### config.mk
export PLATFORM = sky130hd
export DESIGN_NAME = xor_checked_frame_parser
export DESIGN_NICKNAME = d
export VERILOG_FILES = /design/src/design/xcfp_pkg.sv /design/src/design/xcfp_cfg.sv /design/src/design/xcfp_core.sv /design/src/design/xor_checked_frame_parser.sv
export SDC_FILE = /design/constraint.sdc
export NUM_CORES = 1
export LEC_CHECK = 0
export ABC_AREA = 1
export BUFFER_PORTS_ARGS = -buffer_cell sky130_fd_sc_hd__buf_4
export CORE_ASPECT_RATIO = 0.8
export CORE_MARGIN = 8
export CORE_UTILIZATION = 35
export DETAILED_ROUTE_END_ITERATION = 12
export PLACE_DENSITY = 0.5
export SKIP_LAST_GASP = 1
export SYNTH_ARGS = -nofsm -noshare
export SYNTH_HDL_FRONTEND = slang
export SYNTH_SLANG_ARGS = --single-unit
### constraint.sdc
create_clock -name clk -period 9.04 [get_ports clk]
set_input_delay 0 -clock clk [delete_from_list [all_inputs] [get_ports clk]]
set_output_delay 0 -clock clk [all_outputs]
set_load 0.1 [all_outputs]
### src/design/xcfp_pkg.sv
// Shared types, phase codes, result kinds and register indexes for the frame parser.
package xcfp_pkg;

	localparam int LENGTH_BITS_DEFAULT = 16;
	localparam int LEN_W               = 16;
	localparam int BYTE_W              = 8;

	localparam logic [BYTE_W-1:0] START_BYTE_RESET  = 8'h00;
	localparam logic [LEN_W-1:0]  MAX_PAYLOAD_RESET = 16'd256;

	typedef enum logic [2:0] {
		PH_HUNT   = 3'd0,
		PH_LEN_LO = 3'd1,
		PH_LEN_HI = 3'd2,
		PH_SEQ    = 3'd3,
		PH_CMD    = 3'd4,
		PH_STATUS = 3'd5,
		PH_DATA   = 3'd6,
		PH_CHECK  = 3'd7
	} phase_t;

	typedef enum logic [1:0] {
		KIND_DATA = 2'd0,
		KIND_GOOD = 2'd1,
		KIND_BAD  = 2'd2,
		KIND_LONG = 2'd3
	} kind_t;

	typedef enum logic {
		REG_START_BYTE  = 1'b0,
		REG_MAX_PAYLOAD = 1'b1
	} reg_index_t;

	typedef struct packed {
		logic [BYTE_W-1:0] start_byte;
		logic [LEN_W-1:0]  max_payload;
	} cfg_t;

	typedef struct packed {
		kind_t             kind;
		logic [BYTE_W-1:0] data;
		logic [BYTE_W-1:0] seq_num;
		logic [BYTE_W-1:0] command;
		logic [BYTE_W-1:0] status_code;
		logic [LEN_W-1:0]  payload_length;
		logic              last;
	} result_t;

endpackage

### src/design/xcfp_cfg.sv
// Configuration register file holding the start byte and the payload length limit.
module xcfp_cfg (
	input  logic              clk,
	input  logic              arst_n,
	input  logic              cfg_valid,
	input  logic              cfg_index,
	input  logic [15:0]       cfg_data,
	output xcfp_pkg::cfg_t    cfg
);

	logic [xcfp_pkg::BYTE_W-1:0] start_byte_q;
	logic [xcfp_pkg::LEN_W-1:0]  max_payload_q;

	always_ff @(posedge clk or negedge arst_n) begin
		if (!arst_n) begin
			start_byte_q  <= xcfp_pkg::START_BYTE_RESET;
			max_payload_q <= xcfp_pkg::MAX_PAYLOAD_RESET;
		end else if (cfg_valid) begin
			unique case (xcfp_pkg::reg_index_t'(cfg_index))
				xcfp_pkg::REG_START_BYTE: begin
					start_byte_q <= cfg_data[xcfp_pkg::BYTE_W-1:0];
				end
				xcfp_pkg::REG_MAX_PAYLOAD: begin
					max_payload_q <= cfg_data;
				end
				default: begin
				end
			endcase
		end
	end

	assign cfg.start_byte  = start_byte_q;
	assign cfg.max_payload = max_payload_q;

endmodule

### src/design/xcfp_core.sv
// Frame phase sequencer, held header fields, checksum and result decode.
module xcfp_core #(
	parameter int LENGTH_BITS = xcfp_pkg::LENGTH_BITS_DEFAULT
) (
	input  logic                        clk,
	input  logic                        arst_n,
	input  logic                        step,
	input  logic [xcfp_pkg::BYTE_W-1:0] rx_byte,
	input  xcfp_pkg::cfg_t              cfg,
	output logic                        res_valid,
	output xcfp_pkg::result_t           res
);

	xcfp_pkg::phase_t            phase_q, phase_d;
	logic [xcfp_pkg::LEN_W-1:0]  length_q, length_d;
	logic [LENGTH_BITS-1:0]      left_q, left_d;
	logic [xcfp_pkg::BYTE_W-1:0] xor_q, xor_d;
	logic [xcfp_pkg::BYTE_W-1:0] seq_q, seq_d;
	logic [xcfp_pkg::BYTE_W-1:0] cmd_q, cmd_d;
	logic [xcfp_pkg::BYTE_W-1:0] stat_q, stat_d;
	logic [xcfp_pkg::LEN_W-1:0]  len_full;
	logic                        too_long;
	logic [LENGTH_BITS-1:0]      left_dec;

	assign len_full = {rx_byte, length_q[xcfp_pkg::BYTE_W-1:0]};
	// A length that overflows the counter is rejected like one above the limit.
	assign too_long = (len_full > cfg.max_payload) ||
	                  ((len_full >> LENGTH_BITS) != {xcfp_pkg::LEN_W{1'b0}});
	assign left_dec = left_q - {{(LENGTH_BITS-1){1'b0}}, 1'b1};

	always_comb begin
		phase_d   = phase_q;
		length_d  = length_q;
		left_d    = left_q;
		xor_d     = xor_q ^ rx_byte;
		seq_d     = seq_q;
		cmd_d     = cmd_q;
		stat_d    = stat_q;
		res_valid = 1'b0;
		res.kind           = xcfp_pkg::KIND_DATA;
		res.data           = '0;
		res.last           = 1'b0;
		unique case (phase_q)
			xcfp_pkg::PH_HUNT: begin
				xor_d = xor_q;
				if (rx_byte == cfg.start_byte) begin
					length_d = '0;
					left_d   = '0;
					xor_d    = '0;
					seq_d    = '0;
					cmd_d    = '0;
					stat_d   = '0;
					phase_d  = xcfp_pkg::PH_LEN_LO;
				end
			end
			xcfp_pkg::PH_LEN_LO: begin
				length_d = {{(xcfp_pkg::LEN_W-xcfp_pkg::BYTE_W){1'b0}}, rx_byte};
				phase_d  = xcfp_pkg::PH_LEN_HI;
			end
			xcfp_pkg::PH_LEN_HI: begin
				length_d = len_full;
				if (too_long) begin
					res_valid = 1'b1;
					res.kind  = xcfp_pkg::KIND_LONG;
					res.last  = 1'b1;
					phase_d   = xcfp_pkg::PH_HUNT;
				end else begin
					left_d  = len_full[LENGTH_BITS-1:0];
					phase_d = xcfp_pkg::PH_SEQ;
				end
			end
			xcfp_pkg::PH_SEQ: begin
				seq_d   = rx_byte;
				phase_d = xcfp_pkg::PH_CMD;
			end
			xcfp_pkg::PH_CMD: begin
				cmd_d   = rx_byte;
				phase_d = xcfp_pkg::PH_STATUS;
			end
			xcfp_pkg::PH_STATUS: begin
				stat_d  = rx_byte;
				phase_d = (left_q == '0) ? xcfp_pkg::PH_CHECK : xcfp_pkg::PH_DATA;
			end
			xcfp_pkg::PH_DATA: begin
				res_valid = 1'b1;
				res.data  = rx_byte;
				left_d    = left_dec;
				if (left_dec == '0) begin
					phase_d = xcfp_pkg::PH_CHECK;
				end
			end
			xcfp_pkg::PH_CHECK: begin
				res_valid = 1'b1;
				res.kind  = (rx_byte == xor_q) ? xcfp_pkg::KIND_GOOD : xcfp_pkg::KIND_BAD;
				res.last  = 1'b1;
				phase_d   = xcfp_pkg::PH_HUNT;
			end
			default: begin
				phase_d = xcfp_pkg::PH_HUNT;
			end
		endcase
		// The payload length reflects the state after this byte, as the length
		// byte itself is reported on a length error; other fields are held values.
		res.seq_num        = seq_q;
		res.command        = cmd_q;
		res.status_code    = stat_q;
		res.payload_length = length_d;
	end

	always_ff @(posedge clk or negedge arst_n) begin
		if (!arst_n) begin
			phase_q  <= xcfp_pkg::PH_HUNT;
			length_q <= '0;
			left_q   <= '0;
			xor_q    <= '0;
			seq_q    <= '0;
			cmd_q    <= '0;
			stat_q   <= '0;
		end else if (step) begin
			phase_q  <= phase_d;
			length_q <= length_d;
			left_q   <= left_d;
			xor_q    <= xor_d;
			seq_q    <= seq_d;
			cmd_q    <= cmd_d;
			stat_q   <= stat_d;
		end
	end

endmodule

### src/design/xor_checked_frame_parser.sv
// Top level of the XOR-checked, length-prefixed frame parser with its stream ports.
// A result beat is decoded from the byte held in the input stage and offered
// from the output register, which drives m_tvalid. Throughput: one input beat
// per cycle, whatever the phase of the frame, while the receiver takes results.
// Reset (arst_n low, asynchronous): both stages empty, parser hunting for the
// start byte, start_byte 0 and max_payload 256.
module xor_checked_frame_parser #(
	parameter int LENGTH_BITS = xcfp_pkg::LENGTH_BITS_DEFAULT
) (
	input  logic        clk,
	input  logic        arst_n,
	// Received byte stream.
	input  logic        s_tvalid,
	output logic        s_tready,
	input  logic [7:0]  s_tdata,   // [7:0] rx_byte
	// Result stream.
	output logic        m_tvalid,
	input  logic        m_tready,
	output logic [47:0] m_tdata,   // [7:0] data, [15:8] seq_num, [23:16] command,
	                               // [31:24] status_code, [47:32] payload_length
	output logic [1:0]  m_tuser,   // [1:0] kind
	output logic        m_tlast,   // last
	// Configuration writes.
	input  logic        cfg_valid,
	output logic        cfg_ready,
	input  logic        cfg_index,
	input  logic [15:0] cfg_data
);

	xcfp_pkg::cfg_t    cfg;
	xcfp_pkg::result_t res;
	xcfp_pkg::result_t out_q;
	logic              res_valid;
	logic              valid_s1;
	logic [7:0]        byte_s1;
	logic              out_valid_q;
	logic              out_free;
	logic              advance;

	// Registers stay writable; the user writes the block only while idle, unenforced.
	assign cfg_ready = 1'b1;

	xcfp_cfg u_cfg (
		.clk       (clk),
		.arst_n    (arst_n),
		.cfg_valid (cfg_valid),
		.cfg_index (cfg_index),
		.cfg_data  (cfg_data),
		.cfg       (cfg)
	);

	// The byte in the input stage is consumed when it yields no result, or when
	// the output register is empty or being drained in this same cycle. The
	// parser state moves on only then, so a stalled beat is decoded again
	// unchanged in the next cycle.
	assign out_free = !out_valid_q || m_tready;
	assign advance  = valid_s1 && (!res_valid || out_free);
	assign s_tready = !valid_s1 || advance;

	always_ff @(posedge clk or negedge arst_n) begin
		if (!arst_n) begin
			valid_s1 <= 1'b0;
		end else if (s_tready) begin
			valid_s1 <= s_tvalid;
		end
	end

	always_ff @(posedge clk) begin
		if (s_tready && s_tvalid) begin
			byte_s1 <= s_tdata;
		end
	end

	xcfp_core #(
		.LENGTH_BITS (LENGTH_BITS)
	) u_core (
		.clk       (clk),
		.arst_n    (arst_n),
		.step      (advance),
		.rx_byte   (byte_s1),
		.cfg       (cfg),
		.res_valid (res_valid),
		.res       (res)
	);

	// Output register: loaded with a fresh result, or emptied once taken.
	always_ff @(posedge clk or negedge arst_n) begin
		if (!arst_n) begin
			out_valid_q <= 1'b0;
		end else if (out_free) begin
			out_valid_q <= advance && res_valid;
		end
	end

	always_ff @(posedge clk) begin
		if (out_free && advance && res_valid) begin
			out_q <= res;
		end
	end

	assign m_tvalid = out_valid_q;
	assign m_tdata  = {out_q.payload_length, out_q.status_code, out_q.command,
	                   out_q.seq_num, out_q.data};
	assign m_tuser  = out_q.kind;
	assign m_tlast  = out_q.last;

endmodule

==> summary.md, run 1 <==
| Metric | Value |
|---|---|
| Routed via count | 5,488 |
| Critical path endpoint category | register |
| Outcome | finished, final reports clean |
| Syn avg cell area | 9.340 um^2 |
| Top cell type's share of synthesized area | around a third |
| Total power | 3290 uW |
| Crit-path cells | ha_1 -> nand4_1 -> nor3_2 -> nand3_1 -> nand3_2 -> nand2_4 -> a21oi_4 -> inv_2 -> nor2_4 -> buf_4 |
| RSZ-0062 raised after global routing | false |
| Final RePlAce weighted congestion | approximately 0.8 |
| Psw | approximately 1500 uW |
| Non-Filler Instances | 1,158 |
| Clock Path Buffers | 2 |
| Clk Latency, worst-skew pair | 420 ps |
| LEAKAGE | 0.004311 uW |
| Placed cell count | about 1,100 |
| Vias in the first global route | roughly 5,300 |
| Post-Synthesis Cells | between 700 and 800 |
| CP Launch Type | register |
| Initial Util | 35.36% |
| Slew HR | 36.81% |
| Crit path DAT | 4210 ps |
| Hpwl dp | 13,770 um |
| Post-CTS sizing | 0 |
| Max Clk Rate | 0.2412 GHz |
| Largest area contributor in the netlist | dfrtp_1 |
| Seq pwr share | 33.3% |
| Power density cells | 368.6 nW/um^2 |
| CTS Buf Count | 17 |
| Yosys cell types | 44 |
| Iteration-0 DRC Markers | 471 |
| Place WS | between 4000 and 5000 ps |
| Initial antenna violation count | 0 |
| Int Pwr | 1806 uW |
| Slowest stage cell, crit path | a21oi_4 |
| Delay-heaviest family, CP | simple AND/OR/NAND/NOR gates |
| CTS tree | built |
| Final setup fails | 0 |
| Top_reg_cell synth | dfrtp_1 |
| Die H | 144.8 um |
| Seq/Total Area, Yosys | around 56% |
| Die area | 25,630 um^2 |
| WP data required | 9100 ps |
| Layout cell share with drive strength beyond 1 | 16.65% |
| DRT Wirelength | 19,010 um |
| Least-Margin Pin Slew | 945.8 ps |
| Maximum fanout along the worst path | 43 |
| PortBufs | 82 |
| Clock share of power | between 20% and 30% |
| Hold crit path type | in2async |
| GRT overflow | 0 |
| # nets final | 924 |
| MaxCap Viol Count | 0 |
| Syn_nets | 825 |
| Die width | about 180 um |
| Number of synthesized register bits | 152 |
| Cell Rows | 47 |
| Setup ws final | between 4000 and 5000 ps |
| GRT Util Overall | 15.51% |
| Setup TNS | 0 ps |
| Drt via density | ~4.7 |
| CTS clk-pin slew, worst paths | 60 ps |
| VDD IR max | 165.6 uV |
| I/O pins | 84 |
| Core Region | 20,520 um^2 |
| Area grow syn2layout | 23.00% |
| Slew Viols, Final | 0 |
| Wire per inst | between 15 and 20 um |
| Final min period | 4145 ps |
| ANT nets after route | 0 |
| Worst path max stage delay | 760 ps |
| Clock root cell | clkbuf_16 |
| Logic pwr share | a little over two fifths |
| Number of flops mapped to enable cells by yosys | 59 |
| Antenna diode count | 0 |
| Hold Fails Final Rpt | 0 |
| Setup Fix Bufs, Post-CTS | 0 |
| Switching share of power | 45.09% |
| Async S/R FF share, synth | between 60 and 70% |
| Critical path buffers and inverters | 2 |
| Depth of the CTS H-tree | 4 |
| FILL cells | between 1,500 and 2,000 |
| Mapped cell area | 7257 um^2 |
| DR pass1 iterations | 5 |
| Syn. warnings | 0 |
| Hold_ws | between 3 and 4 ps |
| First-pass GRT wire length | 30,420 um |
| Period utilization | 45.85% |
| Synth top area cells | dfrtp_1, edfxtp_1, nand2_1, inv_1, ha_1 |
| Skew final | around 9.6 ps |
| Clock sink total | 152 |
| Number of remaining DRC errors | 0 |
| Crit path kind | reg2reg |
| Largest net degree at the start of global routing | 75 |
[layer usage]
layer / part of all wire [%] / vias to the layer above / GRT usage, %
met4: 1.3 / 0 / 5.254
met5: 0 / - / 0
met3: 5.5 / 14 / 3.501
li1: - / 2744 / -
met2: 40 / 153 / 21.13
met1: 53 / 2577 / 23.46
[state kept, by name, summed over array words and instances, names as in the netlist, 2 cells and up]
| signal | cells |
|---|---|
| byte_s1 | 8 |
| u_core.length_q | 16 |
| u_cfg.max_payload_q | 16 |
| m_tuser | 2 |
| u_core.xor_q | 8 |
| m_tdata | 48 |
| u_core.seq_q | 8 |
| u_core.phase_q | 3 |
| u_core.cmd_q | 8 |
| u_core.left_q | 16 |
| u_core.stat_q | 8 |
| u_cfg.start_byte_q | 8 |
[final cells by class]
class	count	area (um^2)	share of cell area [%]
clock inverter	14	186.4	2.089
multi-input combinational	508	2646	29.65
clock buffer	18	429.2	4.808
sequential	152	4100	45.93
inverter	85	319.1	3.574
timing repair buffer	112	908.4	10.18
tap	269	336.6	3.771
[worst register-to-register path, cell delays in order (launching register included)]
cell and delay, ps:
edfxtp_1 540, ha_1 390, nand4_1 130, nor3_2 150
nand3_1 130, nand3_2 170, nand2_4 100, a21oi_4 760
inv_2 490, nor2_4 390, buf_4 510
[cells by family (layout without fill, tap and decap cells)]
kind of cell	count (synthesis)	count (layout)	share of synthesized area (%)
and+or+nand+nor	366	366	22.72
DFF	152	152	56.50
buffers and inverters	117	229	7.138
AOI/OAI and AO/OA	101	101	7.828
xor gates and xnor gates	22	22	2.655
adders and majority gates	18	18	3.104
other	1	1	0.05167
[power groups by stage]
stage | combinational, uW | clock (uW) | sequential, uW
2_1_floorplan | 887 | 0 | 1330
5_1_grt | 1620 | 790 | 1120
3_3_place_gp | 1440 | 0 | 1100
4_1_cts | 1450 | 762 | 1100
3_5_place_dp | 1440 | 0 | 1110
6_report | 1440 | 751 | 1090
[layout by cell type, fill, tap and decap left out, drive strengths merged]
| master | synthesis | final |
|---|---|---|
| xnor2 | 11 | 11 |
| o21bai | 3 | 3 |
| o22ai | 16 | 16 |
| a21oi | 34 | 34 |
| nand4 | 30 | 30 |
| buf | 20 | 85 |
| o311ai | 1 | 1 |
| nand3b | 6 | 6 |
| dlygate4sd3 | 0 | 27 |
| o21a | 1 | 1 |
| nor2 | 67 | 67 |
| bufinv | 0 | 3 |
| a21o | 1 | 1 |
| clkinv | 1 | 3 |
| clkinvlp | 0 | 2 |
| dfrtp | 92 | 92 |
| ha | 18 | 18 |
| xor2 | 11 | 11 |
| clkbuf | 12 | 18 |
| edfxtp | 59 | 59 |
| nand3 | 23 | 23 |
| conb | 1 | 1 |
| nor4 | 2 | 2 |
| nor3 | 3 | 3 |
| nand2 | 235 | 235 |
| inv | 84 | 91 |
| dfstp | 1 | 1 |
| o21ai | 45 | 45 |
[synthesized netlist by cell type, types with 11 or more instances]
| cell | instances |
|---|---|
| a21oi_1 | 31 |
| dfrtp_1 | 92 |
| edfxtp_1 | 59 |
| ha_1 | 18 |
| inv_1 | 79 |
| nand2_1 | 229 |
| nand3_1 | 19 |
| nand4_1 | 28 |
| nor2_1 | 58 |
| o21ai_0 | 38 |
| o22ai_1 | 16 |
| xnor2_1 | 11 |
| xor2_1 | 11 |
[what timing repair did]
action | CTS | global route
hold buffers | 27 | 0
hold endpoints to repair | 53 | 0
setup endpoints to repair | 0 | 0
[metrics by stage]
| step | util [%] | instance area [um^2] |
|---|---|---|
| finish | 43.49 | 8926 |
| global route | 43.49 | 8926 |
| CTS | 43.49 | 8926 |
| detailed placement | 39.18 | 8040 |
| global placement | 39.18 | 8040 |
| floorplan | - | 7257 |
[worst paths after layout]
path,start,to,slack (ps),depth (start not counted)
max,byte_s1[3],m_tdata[31],4890,10
min,arst_n,u_core.length_q[14],3,2
max reg2reg,byte_s1[3],m_tdata[31],4890,10
min reg2reg,u_core.stat_q[4],m_tdata[28],450,0
max in group asynchronous,arst_n,u_cfg.max_payload_q[9],7800,3
min in group clk,cfg_valid,u_cfg.start_byte_q[0],160,4
No activity file was read; power rests on OpenSTA's default activity.
==> run 2: changes to the inputs <==
--- a/config.mk
+++ b/config.mk
@@ -5,13 +5,13 @@
 export SDC_FILE = /design/constraint.sdc
 export NUM_CORES = 1
 export LEC_CHECK = 0
-export ABC_AREA = 1
+export ABC_AREA = 0
 export BUFFER_PORTS_ARGS = -buffer_cell sky130_fd_sc_hd__buf_4
 export CORE_ASPECT_RATIO = 0.8
 export CORE_MARGIN = 8
 export CORE_UTILIZATION = 35
 export DETAILED_ROUTE_END_ITERATION = 12
-export PLACE_DENSITY = 0.5
+export PLACE_DENSITY = 0.51
 export SKIP_LAST_GASP = 1
 export SYNTH_ARGS = -nofsm -noshare
 export SYNTH_HDL_FRONTEND = slang
==> constraint.sdc (replaced) <==
create_clock -name clk -period 4 [get_ports clk]
set_input_delay 0 -clock clk [delete_from_list [all_inputs] [get_ports clk]]
set_output_delay 0 -clock clk [all_outputs]
set_load 0.1 [all_outputs]
==> run 2 against run 1 <==
  * Sequential share of layout area grew 0.23 points
  * Cell count shrank 17%
  * Critical path depth shrank 1
  * Combinational power grew to 2.8 times the previous value
  * Die area shrank 2.6%
  * Clock power grew 110%
  * Sequential cell count is the same
  * Global-route usage shrank 0.45 points
  * Non-clock buffer count grew 15
  * Synthesized cell count shrank 27%
  * Critical path type unchanged
  * Largest cell class unchanged
  * Highest routed layer unchanged
==> summary.md, run 2 <==
| Metric | Value |
|---|---|
| LEAKAGE | 0.003776 uW |
| Number of synthesized register bits | between 150 and 200 |
| FILL cells | 1,828 |
| Critical path endpoint category | register |
| Syn. warnings | 0 |
| Top cell type's share of synthesized area | 32.67% |
| Number of flops mapped to enable cells by yosys | 59 |
| Largest net degree at the start of global routing | between 60 and 70 |
| # nets final | 729 |
| Hold wc startpoint | m_tready |
| Least-Margin Pin Slew | 922.7 ps |
| Vias in the first global route | between 5,000 and 6,000 |
| Slew HR | a little under two fifths |
| Total power | 8181 uW |
| DRT Wirelength | 18,500 um |
| Reg area | 4100 um^2 |
| Mapped cell area | 7047 um^2 |
| Initial antenna violation count | 0 |
| Place WS | 654.7 ps |
| Commonest non-fill, non-tap cell in the layout | buf_4 |
| Syn_nets | between 600 and 700 |
| Die H | 142.9 um |
| Crit path DAT | 3690 ps |
| Crit. Startpoint | u_cfg.max_payload_q[8] |
| Delay-heaviest family, CP | simple AND/OR/NAND/NOR gates |
| Clock sink total | 152 |
| GRT overflow | 0 |
| CTS Buf Count | 17 |
| Core Region | 19,800 um^2 |
| Final setup fails | 0 |
| Final min period | 3338 ps |
| Slowest stage cell, crit path | dfstp_2 |
| Critical path buffers and inverters | 1 |
| I/O pins | 84 |
| Power density cells | 921.2 nW/um^2 |
| VDD IR max | 649.3 uV |
| Max reg flops | 48 |
| Drt via density | 5.297 |
| Wire per inst | between 15 and 20 um |
| Crit path kind | reg2reg |
| DR pass1 iterations | 4 |
| Antenna diode count | 0 |
| Die width | roughly 170 um |
| Slew Viols, Final | 0 |
| Hold crit path type | in2reg |
| GRT Util Overall | 15.06% |
| Routed via count | around 5,100 |
| Hold Fails Final Rpt | 0 |
| Commonest non-fill, non-tap cells in the layout | buf_4, dfrtp_1, edfxtp_1 |
| Top-count cell post-synth | dfrtp_1 |
| Seq/Total Area, Yosys | 58.19% |
| Non-Filler Instances | 958 |
| RSZ-0062 raised after global routing | false |
| Area grow syn2layout | 26.03% |
| Final RePlAce weighted congestion | 0.8467 |
| Worst path max stage delay | 530 ps |
| Cell Rows | 46 |
| Outcome | finished, final reports clean |
| Setup ws final | between 600 and 700 ps |
| Crit-path cells | inv_1 -> ha_1 -> nand4_1 -> nor4_4 -> a21o_1 -> a32o_1 -> nand2_2 -> nor3_4 -> mux2i_1 |
| CP Launch Type | register |
| CTS clk-pin slew, worst paths | 70 ps |
| CTS tree | built |
| Max Clk Rate | 0.2995 GHz |
| Hpwl dp | 12,480 um |
| Multi-input gate area | 2683 um^2 |
| WP data required | 4350 ps |
| Depth of the CTS H-tree | 4 |
| Skew final | 13.11 ps |
| Setup TNS | 0 ps |
| Syn avg cell area | 12.41 um^2 |
| Yosys cell types | 68 |
| Most common library cells after synthesis | dfrtp_1, edfxtp_1, a22o_1 |
| Iteration-0 DRC Markers | around 360 |
| ANT nets after route | 0 |
| Post-Synthesis Cells | 568 |
| First-pass GRT wire length | 29,550 um |
| PortBufs | 82 |
| Synth top area cells | dfrtp_1, edfxtp_1, a22o_1, mux2_2, ha_1 |
| Layout cell share with drive strength beyond 1 | 25.65% |
| Die area | 24,960 um^2 |
| Initial Util | 35.59% |
| Top_reg_cell synth | dfrtp_1 |
| MaxCap Viol Count | 0 |
| Clock root cell | clkbuf_16 |
| RR Startpoint | u_cfg.max_payload_q[8] |
| Number of remaining DRC errors | 0 |
| Largest area contributor in the netlist | dfrtp_1 |
| Maximum fanout along the worst path | 12 |
| Period utilization | a little over four fifths |
| Async S/R FF share, synth | 61.18% |
| Clk Latency, worst-skew pair | 430 ps |
| Placed cell count | 900 |
| Clock Path Buffers | 2 |
## run 2: cell count changes after synthesis, sizes merged, moves of 24 or more
cell   before  now
a22o        0   41
inv        84   36
mux2        0   35
nand2     235   24
nand4      30    6
nor2       67   16
o21ai      45   17
## run 2: layout make-up
type / count / share of cell area, %
well taps: 264 / 3.719
inverters: 36 / 1.522
multi-input cells: 347 / 30.21
flip-flops and latches: 152 / 46.17
clock inverters: 15 / 1.986
repair buffers: 127 / 11.61
clock buffers: 17 / 4.790
## run 2: logic make-up (layout without fill, tap and decap cells)
logic type      after synthesis  in the layout  share of synthesized area [%]
flops                       152            152                          58.19
fa+ha+maj                    18             18                          3.196
mux                          45             45                          7.014
buf+inv                      69            195                          3.977
xor+xnor                     24             24                          2.983
simple gates                119            119                          10.41
other cells                   1              1                        0.05322
compound gates              140            140                          14.19
## run 2: final timing paths
check,end,slack (ps),cells after the start
max,u_core.cmd_q[7],660,9
min,m_tvalid,20,3
max reg2reg,u_core.cmd_q[7],660,9
min reg2reg,m_tdata[13],450,0
max in group asynchronous,u_cfg.max_payload_q[8],2800,3
min in group asynchronous,u_cfg.max_payload_q[1],210,2
## run 2: worst reg2reg max path: cells and delay by family (launching register included)
| family | cells | cell delay (ps) |
|---|---|---|
| and+or+nand+nor | 4 | 1440 |
| muxes | 1 | 250 |
| DFF | 1 | 530 |
| adders and majority gates | 1 | 270 |
| AOI/OAI and AO/OA | 2 | 720 |
| buffers and inverters | 1 | 40 |
## run 2: repair_timing
action	in CTS	in global routing
hold buffers	26	0
endpoints found under the setup margin	0	0
gates resized for setup	0	0
hold endpoints to repair	94	0
setup buffers	0	0
## run 2: per-layer routing
layer / global-route usage (%) / vias to the layer above / routed length (um)
met1: 21.16 / 2558 / 9161
met2: 22.72 / 138 / 8201
met3: 4.196 / 12 / 974
met5: 0 / - / 0
li1: - / 2367 / -
met4: 3.428 / 0 / 163
## run 2: metrics by stage
step | area (um^2) | hold WS, ps | util (%)
detailed placement | 8019 | 165.8 | 40.50
global route | 8881 | 37.35 | 44.86
global placement | 8019 | 152.8 | 40.50
floorplan | 7058 | -295.6 | -
finish | 8881 | 19.46 | 44.86
CTS | 8881 | 5.031 | 44.86
## run 2: where the power goes
part / total, uW / internal, uW / switching [uW]
logic: 3970 / 1130 / 2840
registers: 2600 / 2250 / 350
clock network: 1610 / 842 / 765
==> run 3: changes to the inputs <==
--- a/config.mk
+++ b/config.mk
@@ -11,7 +11,7 @@
 export CORE_MARGIN = 8
 export CORE_UTILIZATION = 35
 export DETAILED_ROUTE_END_ITERATION = 12
-export PLACE_DENSITY = 0.51
+export PLACE_DENSITY = 0.52
 export SKIP_LAST_GASP = 1
 export SYNTH_ARGS = -nofsm -noshare
 export SYNTH_HDL_FRONTEND = slang
==> constraint.sdc (replaced) <==
create_clock -name clk -period 3.05 [get_ports clk]
set_input_delay 0 -clock clk [delete_from_list [all_inputs] [get_ports clk]]
set_output_delay 0 -clock clk [all_outputs]
set_load 0.1 [all_outputs]
==> run 3 against run 2 <==
  * Wire length rose by 1.2%
  * Clock power rose by 39%
  * Combinational power rose by 36%
  * Die area did not move
  * Sequential share of layout area fell by 1.0 points
  * Global-route usage rose by 0.30 points
  * Clock-buffer cell count did not move
  * First-iteration DRC count rose by 3.4%
  * Clock skew fell by 5.1 ps
  * Register-to-register slack got worse by 480 ps
  * Critical endpoint is now s_tready
  * Largest cell class unchanged
  * Largest power group unchanged
==> summary.md, run 3 (synthesis results as in run 2) <==
| Metric | Value |
|---|---|
| Crit path DAT | 2900 ps |
| First-pass GRT wire length | 29,870 um |
| Routed via count | just over 5,000 |
| Antenna diode count | 0 |
| Hold Fails Final Rpt | 0 |
| Psw | roughly 5200 uW |
| Final RePlAce weighted congestion | 0.8771 |
| I/O pins | 84 |
| Critical path endpoint category | output port |
| Clk Latency, worst-skew pair | about 430 ps |
| Logic pwr share | ~49% |
| Slew HR | 33.87% |
| Die area | roughly 25,000 um^2 |
| PortBufs | 82 |
| GRT Util Overall | 15.36% |
| Largest net degree at the start of global routing | 52 |
| Final min period | about 2900 ps |
| Maximum fanout along the worst path | 5 |
| Seq pwr share | between 30 and 40% |
| Max reg flops | 48 |
| Die width | 174.6 um |
| VDD IR max | 838.4 uV |
| Commonest non-fill, non-tap cells in the layout | buf_4, dfrtp_1, edfxtp_1 |
| FILL cells | 1,820 |
| Non-Filler Instances | roughly 970 |
| Crit path kind | reg2out |
| Initial Util | 35.59% |
| Number of remaining DRC errors | 0 |
| Clock share of power | 20.2% |
| Multi-input gate area | 2715 um^2 |
| Period utilization | 95.12% |
| Place WS | around 140 ps |
| ANT nets after route | 0 |
| Area grow syn2layout | 28.87% |
| Total power | 11,040 uW |
| Die H | 142.9 um |
| CTS tree | built |
| Clock Path Buffers | 2 |
| Commonest non-fill, non-tap cell in the layout | buf_4 |
| DRT Wirelength | 18,730 um |
| Hold crit path type | in2reg |
| Slew Viols, Final | 0 |
| # nets final | 743 |
| Placed cell count | 912 |
| Power density cells | 1216 nW/um^2 |
| MaxCap Viol Count | 0 |
| GRT overflow | 0 |
| Core Region | 19,800 um^2 |
| LEAKAGE | 0.003869 uW |
| Skew final | 7.973 ps |
| Max Clk Rate | approximately 0.34 GHz |
| Hold_ws | around 87 ps |
| Int Pwr | 5830 uW |
| RSZ-0062 raised after global routing | false |
| WP data required | approximately 3100 ps |
| CTS Buf Count | 17 |
| Initial antenna violation count | 0 |
| Layout cell share with drive strength beyond 1 | 27.54% |
| Clock sink total | roughly 150 |
| Least-Margin Pin Slew | 984.3 ps |
| DR pass1 iterations | 5 |
| CTS clk-pin slew, worst paths | 70 ps |
| Depth of the CTS H-tree | 4 |
| Reg area | 4100 um^2 |
| Wire per inst | between 15 and 20 um |
| Final setup fails | 0 |
| Switching share of power | ~47% |
| Setup ws final | 148.8 ps |
| Vias in the first global route | 5,284 |
| CP Launch Type | register |
| Crit-path cells | inv_1 -> ha_1 -> nand4_1 -> or2_1 -> a211o_1 -> and3_4 -> or3b_4 -> a21o_2 -> buf_6 |
| Slowest stage cell, crit path | dfstp_2 |
| Clock root cell | clkbuf_16 |
| Drt via density | approximately 5.3 |
| Outcome | finished, final reports clean |
| Worst path max stage delay | 530 ps |
| Iteration-0 DRC Markers | 370 |
| Hpwl dp | around 13,000 um |
| Cell Rows | 46 |
-- run 3: cell count changes in the layout (fill, tap and decap cells not counted), moves of 2 or more --
cell       delta
buf_12        +2
clkinv_4      -2
bufinv_16     +2
buf_4        +11
-- run 3: path summary, 6_finish.rpt --
check / endpoint / slack [ps] / depth (start not counted) / startpoint
worst max-delay path: s_tready / 150 / 9 / u_cfg.max_payload_q[8]
worst min-delay path: u_cfg.start_byte_q[0] / 90 / 3 / cfg_index
worst max register to register: byte_s1[1] / 180 / 9 / u_cfg.max_payload_q[8]
worst min register to register: m_tdata[31] / 440 / 0 / u_core.stat_q[7]
max in group asynchronous: u_core.stat_q[7] / 2180 / 3 / arst_n
min in group asynchronous: u_cfg.max_payload_q[2] / 180 / 2 / arst_n
-- run 3: layer usage --
layer  vias up  track usage (%)  wire length (um)  share of wire (%)
li1       2396                -                 -                  -
met1      2564            21.29              9145                 49
met2       170            23.00              8218                 44
met3        15            4.407              1177                6.3
met4         0            4.408               190                1.0
met5         -                0                 0                  0
-- run 3: power groups by stage --
stage | clock network (uW) | logic, uW | registers [uW]
2_1_floorplan | 0 | 2250 | 5130
3_3_place_gp | 0 | 5270 | 3440
3_5_place_dp | 0 | 5330 | 3450
4_1_cts | 2270 | 5370 | 3420
5_1_grt | 2360 | 5730 | 3510
6_report | 2230 | 5390 | 3420
-- run 3: what timing repair did --
item | 4_1_cts | 5_1_grt
gates resized for setup | 1 | 1
hold buffers | 26 | 0
pin swaps | 0 | 1
endpoints found under the setup margin | 1 | 25
buffers inserted | 0 | 2
hold endpoints to repair | 82 | 0
-- run 3: cell type report --
| type | count | share of cell area [%] |
|---|---|---|
| clock inverter | 15 | 2.315 |
| tap | 264 | 3.637 |
| inverter | 36 | 1.488 |
| multi-input combinational | 347 | 29.90 |
| clock buffer | 17 | 4.684 |
| sequential | 152 | 45.15 |
| timing repair buffer | 141 | 12.83 |
-- run 3: critical path: cells and delay by family (launching register included) --
kind                     cells  cell delay, ps
AO/OA/AOI/OAI                2             510
AND/OR/NAND/NOR              4             950
adder cells (fa/ha/maj)      1             260
buffers and inverters        2             220
flip-flops                   1             530
-- run 3: stage by stage --
step / util [%] / setup TNS [ps] / area [um^2]
detailed placement: 41.16 / 0 / 8149
CTS: 45.70 / 0 / 9049
floorplan: - / -14100 / 7086
finish: 45.87 / 0 / 9081
global route: 45.87 / 0 / 9081
global placement: 41.16 / 0 / 8149
